### config.mk
export PLATFORM = sky130hd
export DESIGN_NAME = tab_stop_next_position_core
export DESIGN_NICKNAME = d
export VERILOG_FILES = /design/src/rtl/tsnp_pkg.sv /design/src/rtl/tab_stop_next_position_core.sv /design/src/rtl/tsnp_stop_mem.sv /design/src/rtl/tsnp_div.sv
export SDC_FILE = /design/constraint.sdc
export NUM_CORES = 1
export LEC_CHECK = 0
export BUFFER_PORTS_ARGS = -buffer_cell sky130_fd_sc_hd__buf_2
export CAP_MARGIN = 20
export CORE_ASPECT_RATIO = 1.75
export CORE_UTILIZATION = 54
export CTS_CLUSTER_SIZE = 14
export DETAILED_ROUTE_END_ITERATION = 6
export GPL_TIMING_DRIVEN = 0
export PLACE_DENSITY_LB_ADDON = 0.25
export SLEW_MARGIN = 0
export SYNTH_ARGS = -nofsm -noshare
export SYNTH_HDL_FRONTEND = slang
export SYNTH_SLANG_ARGS = --single-unit
### constraint.sdc
create_clock -name clk -period 5.6 [get_ports clk]
set_input_delay 0.28 -clock clk [delete_from_list [all_inputs] [get_ports clk]]
set_output_delay 0.28 -clock clk [all_outputs]
set_load 0.01 [all_outputs]
### src/rtl/tsnp_pkg.sv
package tsnp_pkg;

  localparam int STOP_W = 16;
  localparam int POS_W  = 17;
  localparam int CMD_W  = 2;
  localparam int STAT_W = 2;

  localparam logic [STOP_W-1:0] STOP_LIMIT      = 16'hFFFF;
  localparam logic [STOP_W-1:0] INTERVAL_RESET  = 16'd8;

  localparam logic [CMD_W-1:0] CMD_CLEAR  = 2'd0;
  localparam logic [CMD_W-1:0] CMD_APPEND = 2'd1;
  localparam logic [CMD_W-1:0] CMD_QUERY  = 2'd2;

  localparam logic [STAT_W-1:0] STAT_OK       = 2'd0;
  localparam logic [STAT_W-1:0] STAT_RANGE    = 2'd1;
  localparam logic [STAT_W-1:0] STAT_NOT_ASC  = 2'd2;
  localparam logic [STAT_W-1:0] STAT_FULL     = 2'd3;

  typedef enum logic [2:0] {
    ST_IDLE,
    ST_SRCH,
    ST_CMP,
    ST_FINAL,
    ST_DIV
  } tsnp_state_t;

  // request into the divider
  typedef struct packed {
    logic              go;
    logic [STOP_W-1:0] dividend;
    logic [STOP_W-1:0] divisor;
  } tsnp_div_req_t;

endpackage

### src/rtl/tab_stop_next_position_core.sv
// Tab stop table with next-tab lookup. Each request (start high while busy is
// low) gives exactly one result, shown for a single cycle with out_valid high;
// the receiver cannot stall, so it must take every result in that cycle.
// Clear and append keep busy low, so they may be issued back to back. A
// query that hits the table runs a binary search over the stop memory (one
// write port, one read port): each halving step is a read state and a compare
// state, then a final read and the result state. A query on an empty table or
// past the last stop runs the 16-bit restoring divider, one bit per cycle.
// busy is high for the whole of a query. cfg_wdata sets the repeat interval
// (reset 8, zero acts as one); the user must write it only while idle, as the
// block itself does not enforce this.
module tab_stop_next_position_core #(
  parameter int MAX_STOPS = 32
) (
  input  logic                          clk,
  input  logic                          rst_n,
  input  logic                          start,
  output logic                          busy,
  input  logic [tsnp_pkg::CMD_W-1:0]    in_cmd,
  input  logic [tsnp_pkg::STOP_W-1:0]   in_value,
  input  logic                          cfg_we,
  input  logic [tsnp_pkg::STOP_W-1:0]   cfg_wdata,
  output logic                          out_valid,
  output logic [tsnp_pkg::POS_W-1:0]    out_next_position,
  output logic [tsnp_pkg::STAT_W-1:0]   out_status
);
  import tsnp_pkg::*;

  localparam int IDX_W = (MAX_STOPS > 1) ? $clog2(MAX_STOPS) : 1;
  localparam int CNT_W = $clog2(MAX_STOPS + 1);

  // state and registers
  tsnp_state_t       state_r, state_nxt;
  logic [CNT_W-1:0]  count_r, count_nxt;
  logic [STOP_W-1:0] last_r, last_nxt;
  logic [STOP_W-1:0] interval_r;
  logic [STOP_W-1:0] col_r, col_nxt;
  logic [STOP_W-1:0] step_r, step_nxt;
  logic [IDX_W-1:0]  lo_r, lo_nxt;
  logic [IDX_W-1:0]  hi_r, hi_nxt;
  logic              valid_r, valid_nxt;
  logic [POS_W-1:0]  pos_r, pos_nxt;
  logic [STAT_W-1:0] stat_r, stat_nxt;

  // datapath helpers
  logic              accept;
  logic              is_query;
  logic              use_repeat;
  logic [IDX_W-1:0]  mid;
  logic [STOP_W-1:0] step_eff;

  // memory and divider hookup
  logic              mem_we;
  logic [IDX_W-1:0]  mem_waddr;
  logic              mem_re;
  logic [IDX_W-1:0]  mem_raddr;
  logic [STOP_W-1:0] mem_rdata;
  tsnp_div_req_t     div_req;
  logic              div_done;
  logic [STOP_W-1:0] div_rem;

  assign accept     = start && (state_r == ST_IDLE);
  assign is_query   = (in_cmd == CMD_QUERY);
  assign use_repeat = (count_r == '0) || (in_value > last_r);
  assign mid        = lo_r + IDX_W'((hi_r - lo_r) >> 1);
  assign step_eff   = (interval_r == '0) ? STOP_W'(1) : interval_r;

  tsnp_stop_mem #(
    .DEPTH (MAX_STOPS)
  ) u_mem (
    .clk   (clk),
    .we    (mem_we),
    .waddr (mem_waddr),
    .wdata (in_value),
    .re    (mem_re),
    .raddr (mem_raddr),
    .rdata (mem_rdata)
  );

  tsnp_div u_div (
    .clk   (clk),
    .rst_n (rst_n),
    .req   (div_req),
    .done  (div_done),
    .rem   (div_rem)
  );

  // sequencer
  always_comb begin
    state_nxt = state_r;
    case (state_r)
      ST_IDLE: begin
        if (accept && is_query) begin
          state_nxt = use_repeat ? ST_DIV : ST_SRCH;
        end
      end
      ST_SRCH: begin
        state_nxt = (lo_r < hi_r) ? ST_CMP : ST_FINAL;
      end
      ST_CMP: begin
        state_nxt = ST_SRCH;
      end
      ST_FINAL: begin
        state_nxt = ST_IDLE;
      end
      ST_DIV: begin
        if (div_done) begin
          state_nxt = ST_IDLE;
        end
      end
      default: begin
        state_nxt = ST_IDLE;
      end
    endcase
  end

  // datapath and result
  always_comb begin
    count_nxt = count_r;
    last_nxt  = last_r;
    col_nxt   = col_r;
    step_nxt  = step_r;
    lo_nxt    = lo_r;
    hi_nxt    = hi_r;
    valid_nxt = 1'b0;
    pos_nxt   = pos_r;
    stat_nxt  = stat_r;
    mem_we    = 1'b0;
    mem_waddr = count_r[IDX_W-1:0];
    mem_re    = 1'b0;
    mem_raddr = lo_r;
    div_req   = '{go: 1'b0, dividend: in_value, divisor: step_eff};
    case (state_r)
      ST_IDLE: begin
        if (accept) begin
          col_nxt  = in_value;
          step_nxt = step_eff;
          lo_nxt   = '0;
          hi_nxt   = CNT_W'(count_r - 1'b1) > CNT_W'(0) ?
                     IDX_W'(CNT_W'(count_r - 1'b1)) : '0;
          case (in_cmd)
            CMD_CLEAR: begin
              count_nxt = '0;
              last_nxt  = '0;
              valid_nxt = 1'b1;
              pos_nxt   = '0;
              stat_nxt  = STAT_OK;
            end
            CMD_APPEND: begin
              valid_nxt = 1'b1;
              pos_nxt   = '0;
              if (in_value == '0 || in_value == STOP_LIMIT) begin
                stat_nxt = STAT_RANGE;
              end else if (in_value <= last_r) begin
                stat_nxt = STAT_NOT_ASC;
              end else if (count_r == CNT_W'(MAX_STOPS)) begin
                stat_nxt = STAT_FULL;
              end else begin
                stat_nxt  = STAT_OK;
                mem_we    = 1'b1;
                count_nxt = count_r + 1'b1;
                last_nxt  = in_value;
              end
            end
            CMD_QUERY: begin
              // empty table or past the last stop goes to the divider
              div_req.go = use_repeat;
            end
            default: begin
              valid_nxt = 1'b1;
              pos_nxt   = '0;
              stat_nxt  = STAT_OK;
            end
          endcase
        end
      end
      ST_SRCH: begin
        mem_re    = 1'b1;
        mem_raddr = (lo_r < hi_r) ? mid : lo_r;
      end
      ST_CMP: begin
        // mid is still the address read last cycle, lo and hi have not moved
        if (mem_rdata >= col_r) begin
          hi_nxt = mid;
        end else begin
          lo_nxt = mid + 1'b1;
        end
      end
      ST_FINAL: begin
        valid_nxt = 1'b1;
        pos_nxt   = {1'b0, mem_rdata};
        stat_nxt  = STAT_OK;
      end
      ST_DIV: begin
        if (div_done) begin
          // (col / step + 1) * step is col - rem + step
          valid_nxt = 1'b1;
          pos_nxt   = {1'b0, col_r} - {1'b0, div_rem} + {1'b0, step_r};
          stat_nxt  = STAT_OK;
        end
      end
      default: begin
      end
    endcase
  end

  always_ff @(posedge clk) begin
    if (!rst_n) begin
      state_r    <= ST_IDLE;
      count_r    <= '0;
      last_r     <= '0;
      interval_r <= INTERVAL_RESET;
      valid_r    <= 1'b0;
    end else begin
      state_r <= state_nxt;
      count_r <= count_nxt;
      last_r  <= last_nxt;
      valid_r <= valid_nxt;
      if (cfg_we) begin
        interval_r <= cfg_wdata;
      end
    end
  end

  always_ff @(posedge clk) begin
    col_r  <= col_nxt;
    step_r <= step_nxt;
    lo_r   <= lo_nxt;
    hi_r   <= hi_nxt;
    pos_r  <= pos_nxt;
    stat_r <= stat_nxt;
  end

  assign busy              = (state_r != ST_IDLE);
  assign out_valid         = valid_r;
  assign out_next_position = pos_r;
  assign out_status        = stat_r;

endmodule

### src/rtl/tsnp_stop_mem.sv
module tsnp_stop_mem #(
  parameter int DEPTH = 32,
  localparam int AW = (DEPTH > 1) ? $clog2(DEPTH) : 1
) (
  input  logic                   clk,
  input  logic                   we,
  input  logic [AW-1:0]          waddr,
  input  logic [tsnp_pkg::STOP_W-1:0] wdata,
  input  logic                   re,
  input  logic [AW-1:0]          raddr,
  output logic [tsnp_pkg::STOP_W-1:0] rdata
);
  import tsnp_pkg::*;

  logic [STOP_W-1:0] mem [DEPTH];
  logic [STOP_W-1:0] rdata_r;

  always_ff @(posedge clk) begin
    if (we) begin
      mem[waddr] <= wdata;
    end
  end

  always_ff @(posedge clk) begin
    if (re) begin
      rdata_r <= mem[raddr];
    end
  end

  assign rdata = rdata_r;

endmodule

### src/rtl/tsnp_div.sv
module tsnp_div (
  input  logic                          clk,
  input  logic                          rst_n,
  input  tsnp_pkg::tsnp_div_req_t       req,
  output logic                          done,
  output logic [tsnp_pkg::STOP_W-1:0]   rem
);
  import tsnp_pkg::*;

  localparam int CNT_W = $clog2(STOP_W + 1);

  logic [STOP_W-1:0] dvd_r, dvd_nxt;
  logic [STOP_W-1:0] dsr_r, dsr_nxt;
  logic [STOP_W-1:0] rem_r, rem_nxt;
  logic [CNT_W-1:0]  cnt_r, cnt_nxt;
  logic              run_r, run_nxt;
  logic [STOP_W:0]   trial;

  // restoring division, one quotient bit per cycle; only the remainder is kept
  always_comb begin
    dvd_nxt = dvd_r;
    dsr_nxt = dsr_r;
    rem_nxt = rem_r;
    cnt_nxt = cnt_r;
    run_nxt = run_r;
    trial   = {rem_r, dvd_r[STOP_W-1]};
    if (req.go) begin
      dvd_nxt = req.dividend;
      dsr_nxt = req.divisor;
      rem_nxt = '0;
      cnt_nxt = CNT_W'(STOP_W);
      run_nxt = 1'b1;
    end else if (run_r) begin
      if (cnt_r != '0) begin
        dvd_nxt = {dvd_r[STOP_W-2:0], 1'b0};
        if (trial >= {1'b0, dsr_r}) begin
          rem_nxt = STOP_W'(trial - {1'b0, dsr_r});
        end else begin
          rem_nxt = trial[STOP_W-1:0];
        end
        cnt_nxt = cnt_r - 1'b1;
      end else begin
        run_nxt = 1'b0;
      end
    end
  end

  always_ff @(posedge clk) begin
    if (!rst_n) begin
      run_r <= 1'b0;
      cnt_r <= '0;
    end else begin
      run_r <= run_nxt;
      cnt_r <= cnt_nxt;
    end
  end

  always_ff @(posedge clk) begin
    dvd_r <= dvd_nxt;
    dsr_r <= dsr_nxt;
    rem_r <= rem_nxt;
  end

  assign done = run_r && (cnt_r == '0);
  assign rem  = rem_r;

endmodule

# Word level (Yosys, flattened, before mapping)
# Memory sizes are Yosys's and may differ from the RTL's. A register that Yosys moved wholly into a read port is not among the register bits.
# Index checks and enable logic that the tools add are counted.
[word_totals]
memories = 1
inputBits = 38
ramBits = 512
rom_bits = 0
elab_cells = 138
reg_bits = 157
latch_bits = 0
[classes]
reduce_logical = 27
mux = 60
n_bitwise = 1
shifts = 0
n_mul = 0
n_eq_ne = 17
n_addsub = 9
div = 0
n_lt_le_gt_ge = 6
[mem_list]
columns = ["memory", "words", "word_bits", "read_ports", "rd_ports_with_merged_regs", "write_ports", "line", "source"]
rows = [
  ["u_mem.mem", 32, 16, 1, 1, 1, "tsnp_stop_mem.sv:15", "logic [STOP_W-1:0] mem [DEPTH];"],
]
[ops]
columns = ["cell", "count"]
rows = [
  ["2-to-1 mux 16 bit", 8],
  ["2-to-1 mux 17 bit", 3],
  ["case mux 17 bit (3 select lines)", 1],
  ["2-to-1 mux 5 bit", 10],
  ["logical NOT 16 bit", 2],
  ["case mux 16 bit (2 select lines)", 1],
  ["case mux 5 bit (2 select lines)", 2],
  ["2-to-1 mux 1 bit", 19],
  ["2-to-1 mux 6 bit", 3],
  ["adder 17 x 16 -> 17 bit", 1],
  ["greater-or-equal comparator 17 x 16 -> 1 bit", 1],
  ["subtractor 16 x 16 -> 17 bit", 1],
  ["equality test 16 bit (second input constant)", 1],
  ["greater-or-equal comparator 16 bit", 1],
  ["greater-than comparator 16 bit", 1],
  ["<= comparator 16 bit", 1],
  ["inequality test 2 bit (second input constant)", 8],
  ["subtractor 16 bit", 1],
  ["case mux 3 bit (4 select lines)", 1],
  ["case mux 6 bit (2 select lines)", 1],
  ["2-to-1 mux 2 bit", 5],
  ["2-to-1 mux 3 bit", 3],
  ["AND reduction 2 bit", 4],
  ["nonzero test 2 bit", 4],
  ["other kinds (31)", 37],
]

# Logic depth before layout (Yosys ltp)
[depth]
depth_word = 9
ltp_mapped = 18
mapped_depth_nobuf = 17

# Modules after synthesis
# From an unflattened synthesis, not the netlist that was laid out.
[hier_totals]
hier_cells = 2117
area_unflattened_um2 = 30404.2
[modules_own_cells]
columns = ["mod", "n_inst", "seq_area_each_um2", "cells_each", "area_per_inst_um2"]
rows = [
  ["tsnp_stop_mem", 1, 15855.2, 1143, 20694.8],
  ["tab_stop_next_position_core", 1, 2672.6, 694, 6658.9],
  ["tsnp_div", 1, 1401.3, 280, 3050.4],
]

# Worst setup path before layout
# No wires, ideal clock.
[synth_path]
path_type = "register to register"
startpoint = "reg last_r[14]"
endpoint = "mem u_mem.mem[0][0] (enable)"
stages_incl_launch_ff = 8
setup_slack_ns = 1.770
arrival_ns = 3.400
path_cell_list = "dfxtp_1 inv_1 ha_1 nand4_1 or2_2 o311ai_0 nand4_1 nor4_1"
[synth_via]
elab_chain_len = 8
[synth_lines]
columns = ["item", "line", "source"]
rows = [
  ["start, declared", "tab_stop_next_position_core.sv:35", "logic [STOP_W-1:0] last_r, last_nxt;"],
  ["start signal, assigned", "tab_stop_next_position_core.sv:217", "last_r <= last_nxt;"],
  ["<= comparator 16 bit", "tab_stop_next_position_core.sv:154", "end else if (in_value <= last_r) begin"],
  ["2-to-1 mux 1 bit", "tab_stop_next_position_core.sv:154", ""],
  ["2-to-1 mux 1 bit", "tab_stop_next_position_core.sv:152", "if (in_value == '0 || in_value == STOP_LIMIT) begin"],
  ["2-to-1 mux 1 bit", "tab_stop_next_position_core.sv:141", "case (in_cmd)"],
  ["2-to-1 mux 1 bit", "tab_stop_next_position_core.sv:135", "if (accept) begin"],
  ["2-to-1 mux 1 bit", "tab_stop_next_position_core.sv:133", "case (state_r)"],
  ["2-to-1 mux 1 bit", "tsnp_stop_mem.sv:19", "if (we) begin"],
  ["2-to-1 mux 1 bit (not written as such)", "tsnp_stop_mem.sv:20", "mem[waddr] <= wdata;"],
  ["end, declared", "tsnp_stop_mem.sv:15", ""],
]
# Every way passes these cells.

# Worst setup path after layout
[layout_path]
startpoint = "reg lo_r[0]"
endpoint = "reg u_mem.rdata_r[7], in the netlist u_mem.rdata[7] (read register of u_mem.mem) (data pin)"
[layout_via]
elab_chain_len = 4
[layout_lines]
columns = ["item", "line", "source"]
rows = [
  ["start, declared", "tab_stop_next_position_core.sv:39", "logic [IDX_W-1:0] lo_r, lo_nxt;"],
  ["start signal, assigned", "tab_stop_next_position_core.sv:228", "lo_r <= lo_nxt;"],
  ["subtractor 5 bit", "tab_stop_next_position_core.sv:65", "assign mid = lo_r + IDX_W'((hi_r - lo_r) >> 1);"],
  ["adder 5 x 4 -> 5 bit", "tab_stop_next_position_core.sv:65", ""],
  ["2-to-1 mux 5 bit", "tab_stop_next_position_core.sv:179", "mem_raddr = (lo_r < hi_r) ? mid : lo_r;"],
  ["2-to-1 mux 5 bit *", "tab_stop_next_position_core.sv:133", ""],
  ["end, declared", "tsnp_stop_mem.sv:16", "logic [STOP_W-1:0] rdata_r;"],
]
# Mark *: on every way between the ends. The rest lies on a longest branch, timed or not.
# A chain may end at the register's enable or synchronous reset.

==> flow_metrics.py <==
metrics = {
    "run_status": {
        "outcome": "finished with violations",
        "violations": "DRC",
    },
    "final_layout": {
        "area_growth_pct": 11.7,
        "fin_nets": 2643,
        "drive_gt1_frac": 0.0942,
        "final_common_cell": "edfxtp_1",
        "diodes": 0,
        "finish.utilization": 0.611,
        "final_cell_mix": "621 x edfxtp_1, 386 x nand2_1, 131 x nor2_1, 124 x inv_1, 95 x buf_2",
    },
    "routing": {
        "wire_per_inst_um": 24.9,
        "antenna_left": 0,
        "num_vias": 19300,
        "drtIter0Drc": 1304,
        "dr.pass1.iters": 7,
        "routed_wl_um": 80500,
        "drcViolationCount": 10,
        "viasPerCell": 5.98,
    },
    "grt": {
        "busiest_layer": "met2",
        "antenna_found_initial": 2,
        "grt_pass1_wl_um": 120000,
        "grt_util_met3": 0.0357,
        "use_met1": 0.283,
        "grt_max_degree": 39,
        "grt_pass1_vias": 20100,
        "grt_util_all_layers": 0.290,
        "globalRouteOverflowTotal": 0,
        "grt.met2_usage": 0.543,
    },
    "power": {
        "p_sw_uw": 2730,
        "cellLeakagePower_uw": 0.0117,
        "switching_share": 0.246,
        "irDropWorstVdd_uv": 244,
        "intPower_uw": 8360,
        "total_power_uw": 11100,
        "p_comb_frac": 0.124,
        "power_frac_seq": 0.518,
        "power_density_mw_per_mm2": 333,
        "p_clk_frac": 0.358,
    },
    "sta": {
        "max_freq_mhz": 189,
        "worst_slew_pin_slew_ns": 1.09,
        "fin_skew_ns": 0.0227,
        "drv_slew": 0,
        "rsz0062_at_grt": "no",
        "finalCriticalPeriod_ns": 5.30,
        "tns_ns": 0,
        "hold_viol": 0,
        "setup_violations": 0,
        "slew_headroom": 0.263,
        "fin_crit_sh": 0.947,
    },
    "worst_setup_path": {
        "cpPeakStageDelay_ns": 0.71,
        "setup.worst_path.start_class": "flip-flop",
        "worst_path_max_delay_cell": "mux2i_2",
        "crit_family": "adder cells",
        "reg2regPathDepth": 14,
        "regToRegStartpoint": "lo_r[0]",
        "cpMostUsedCell": "inv_1",
        "critPathCaptureType": "flip-flop",
        "crit_chain": "ha_1 -> inv_1 -> fa_1 -> ha_1 -> inv_1 -> fa_1 -> inv_1 -> mux2i_2 -> buf_2 -> buf_1 -> nand2_1 -> nand3_1 -> nand4_1 -> nor3_1",
        "cp_max_fo": 10,
        "worst_r2r_endpoint": "u_mem.rdata[7]",
        "crit_type": "reg -> reg",
        "rrSetupSlack_ns": 0.30,
        "crit_required_ns": 5.99,
        "path_buf_inv": 5,
        "critPathArrivalTime_ns": 5.69,
    },
    "floorplan": {
        "boundaryPins": 59,
        "die-area_mm2": 0.0561,
        "dieHeight_um": 313,
        "core_mm2": 0.0544,
        "rows": 113,
        "initial_utilization": 0.547,
        "fp.dieW_um": 180,
    },
    "hold_path": {
        "hold_class": "in -> reg",
        "min_from": "cfg_we",
        "min_path_cells": 3,
        "hold_end": "interval_r[2]",
    },
    "place": {
        "portBuffers": 57,
        "hpwl_um": 58100,
        "gp_congestion": 0.987,
    },
    "clock_network": {
        "htreeDepth": 2,
        "cts_sinks": 685,
        "root_buffer": "clkbuf_16",
        "numCtsBuffers": 59,
        "post_cts_resized": 0,
        "clockBufferDepth": 3,
        "cts_tree": "done",
        "cts_hold_buf": 18,
        "postCtsSetupRepairBufs": 0,
        "clk_pin_slew_ns": 0.07,
        "insertion_delay_ns": 0.63,
    },
    "yosys": {
        "syn_nets": 2477,
        "syn_inst": 2339,
        "yosys.cell_types.count": 64,
        "syn-cell-area_mm2": 0.0298,
        "post-synth-top-area-cell": "edfxtp_1",
        "synth_flop_cell": "edfxtp_1",
        "synth_seq_cells": 685,
        "ys_seq_area_frac": 0.669,
        "synth_area_per_cell_um2": 12.7,
        "synthArstFlopShare": 0,
        "synth_edf_count": 621,
        "synth_area_leaders": "edfxtp_1 63%, nand2_1 4.9%, dfxtp_1 4.3%",
        "yosysWarnings": 0,
        "synthDominantCellAreaShare": 0.626,
    },
    "run": {
        "max-cap-violations": 0,
    },
}
## logic make-up after synthesis
kind of cell / Yosys count / synth area share
flip-flops: 685 / 0.669
AND/OR/NAND/NOR: 823 / 0.125
adder cells (fa/ha/maj): 100 / 0.0468
AO/OA/AOI/OAI: 353 / 0.0829
buffers and inverters: 245 / 0.0326
XOR/XNOR: 42 / 0.0123
multiplexers: 91 / 0.0315
## synthesized netlist by cell type, drive strengths merged (4+ instances only)
master and count:
edfxtp 621, nand2 386, nor2 140, inv 124, ha 81, nand3 81, mux2i 76, clkbuf 72
a21oi 71, a211oi 68, dfxtp 64, and2 54, o21ai 51, a32oi 48, buf 48, nand4 46
nor3 41, xnor2 31, a31oi 25, a21o 19, fa 19, and3 17, a311oi 16, mux2 15
a22o 13, nand2b 11, nor2b 11, or3 11, xor2 11, nor4 10, o211ai 7, o21a 6
o41ai 5, a32o 4, nor3b 4
## sequential cells by signal, indices dropped and copies added (netlist names)
signal,cells
hi_r,5
step_r,16
state_r,3
out_next_position,17
col_r,16
u_div.dvd_r,16
out_status,2
u_mem.rdata,16
count_r,6
u_div.run_r,1
lo_r,5
u_div.dsr_r,16
last_r,16
interval_r,16
u_div.cnt_r,5
u_div.rem,16
u_mem.mem,512
out_valid,1
## through the flow
stage / hold slack [ns] / cells / setup WS [ns] / area, um^2
floorplan: 0.342 / 2339 / 1.77 / 29800
global placement: 0.468 / 3086 / -0.643 / 30900
detailed placement: 0.473 / 3116 / 0.310 / 31300
CTS: 0.128 / 3228 / 0.375 / 33300
global route: 0.182 / 3228 / 0.142 / 33300
finish: 0.155 / 3228 / 0.299 / 33300
## power groups by stage
stage / Clock, uW / Sequential [uW] / Combinational, uW
floorplan: 0 / 5840 / 861
global placement: 0 / 5850 / 1300
detailed placement: 0 / 5850 / 1350
CTS: 4010 / 5740 / 1370
global route: 4180 / 5750 / 1500
finish: 3960 / 5740 / 1380
## layer usage
metal,vias up,part of all wire
met3,249,0.053
li1,8903,-
met5,-,0.00034
met1,9431,0.32
met4,4,0.094
met2,729,0.53
## worst min-delay path, stage by stage
cell,delay (ns)
clkbuf_1,0.21
mux2i_1,0.17
nor2_1,0.07
## worst max path at each step
| stage | cells past startpoint | startpoint | to | slack, ns |
|---|---|---|---|---|
| detailed placement | 10 | in_value[9] | u_mem.mem[4][6] | 0.31 |
| global route | 14 | lo_r[0] | u_mem.rdata[7] | 0.14 |
| global placement | 7 | in_value[10] | u_mem.mem[0][5] | -0.64 |
| CTS | 14 | lo_r[0] | u_mem.rdata[8] | 0.38 |
| floorplan | 7 | last_r[14] | u_mem.mem[0][0] | 1.77 |
| finish | 14 | lo_r[0] | u_mem.rdata[7] | 0.30 |
## area by class of cell
class                      instances  area, um^2
fill                            4146       21200
sequential                       685       19900
multi-input combinational       1409        8920
clock buffer                      73        1530
tap                              690         863
timing repair buffer             105         785
buffer                           120         502
inverter                         125         469
clock inverter                    21         268
No activity file was read; power rests on OpenSTA's default activity.
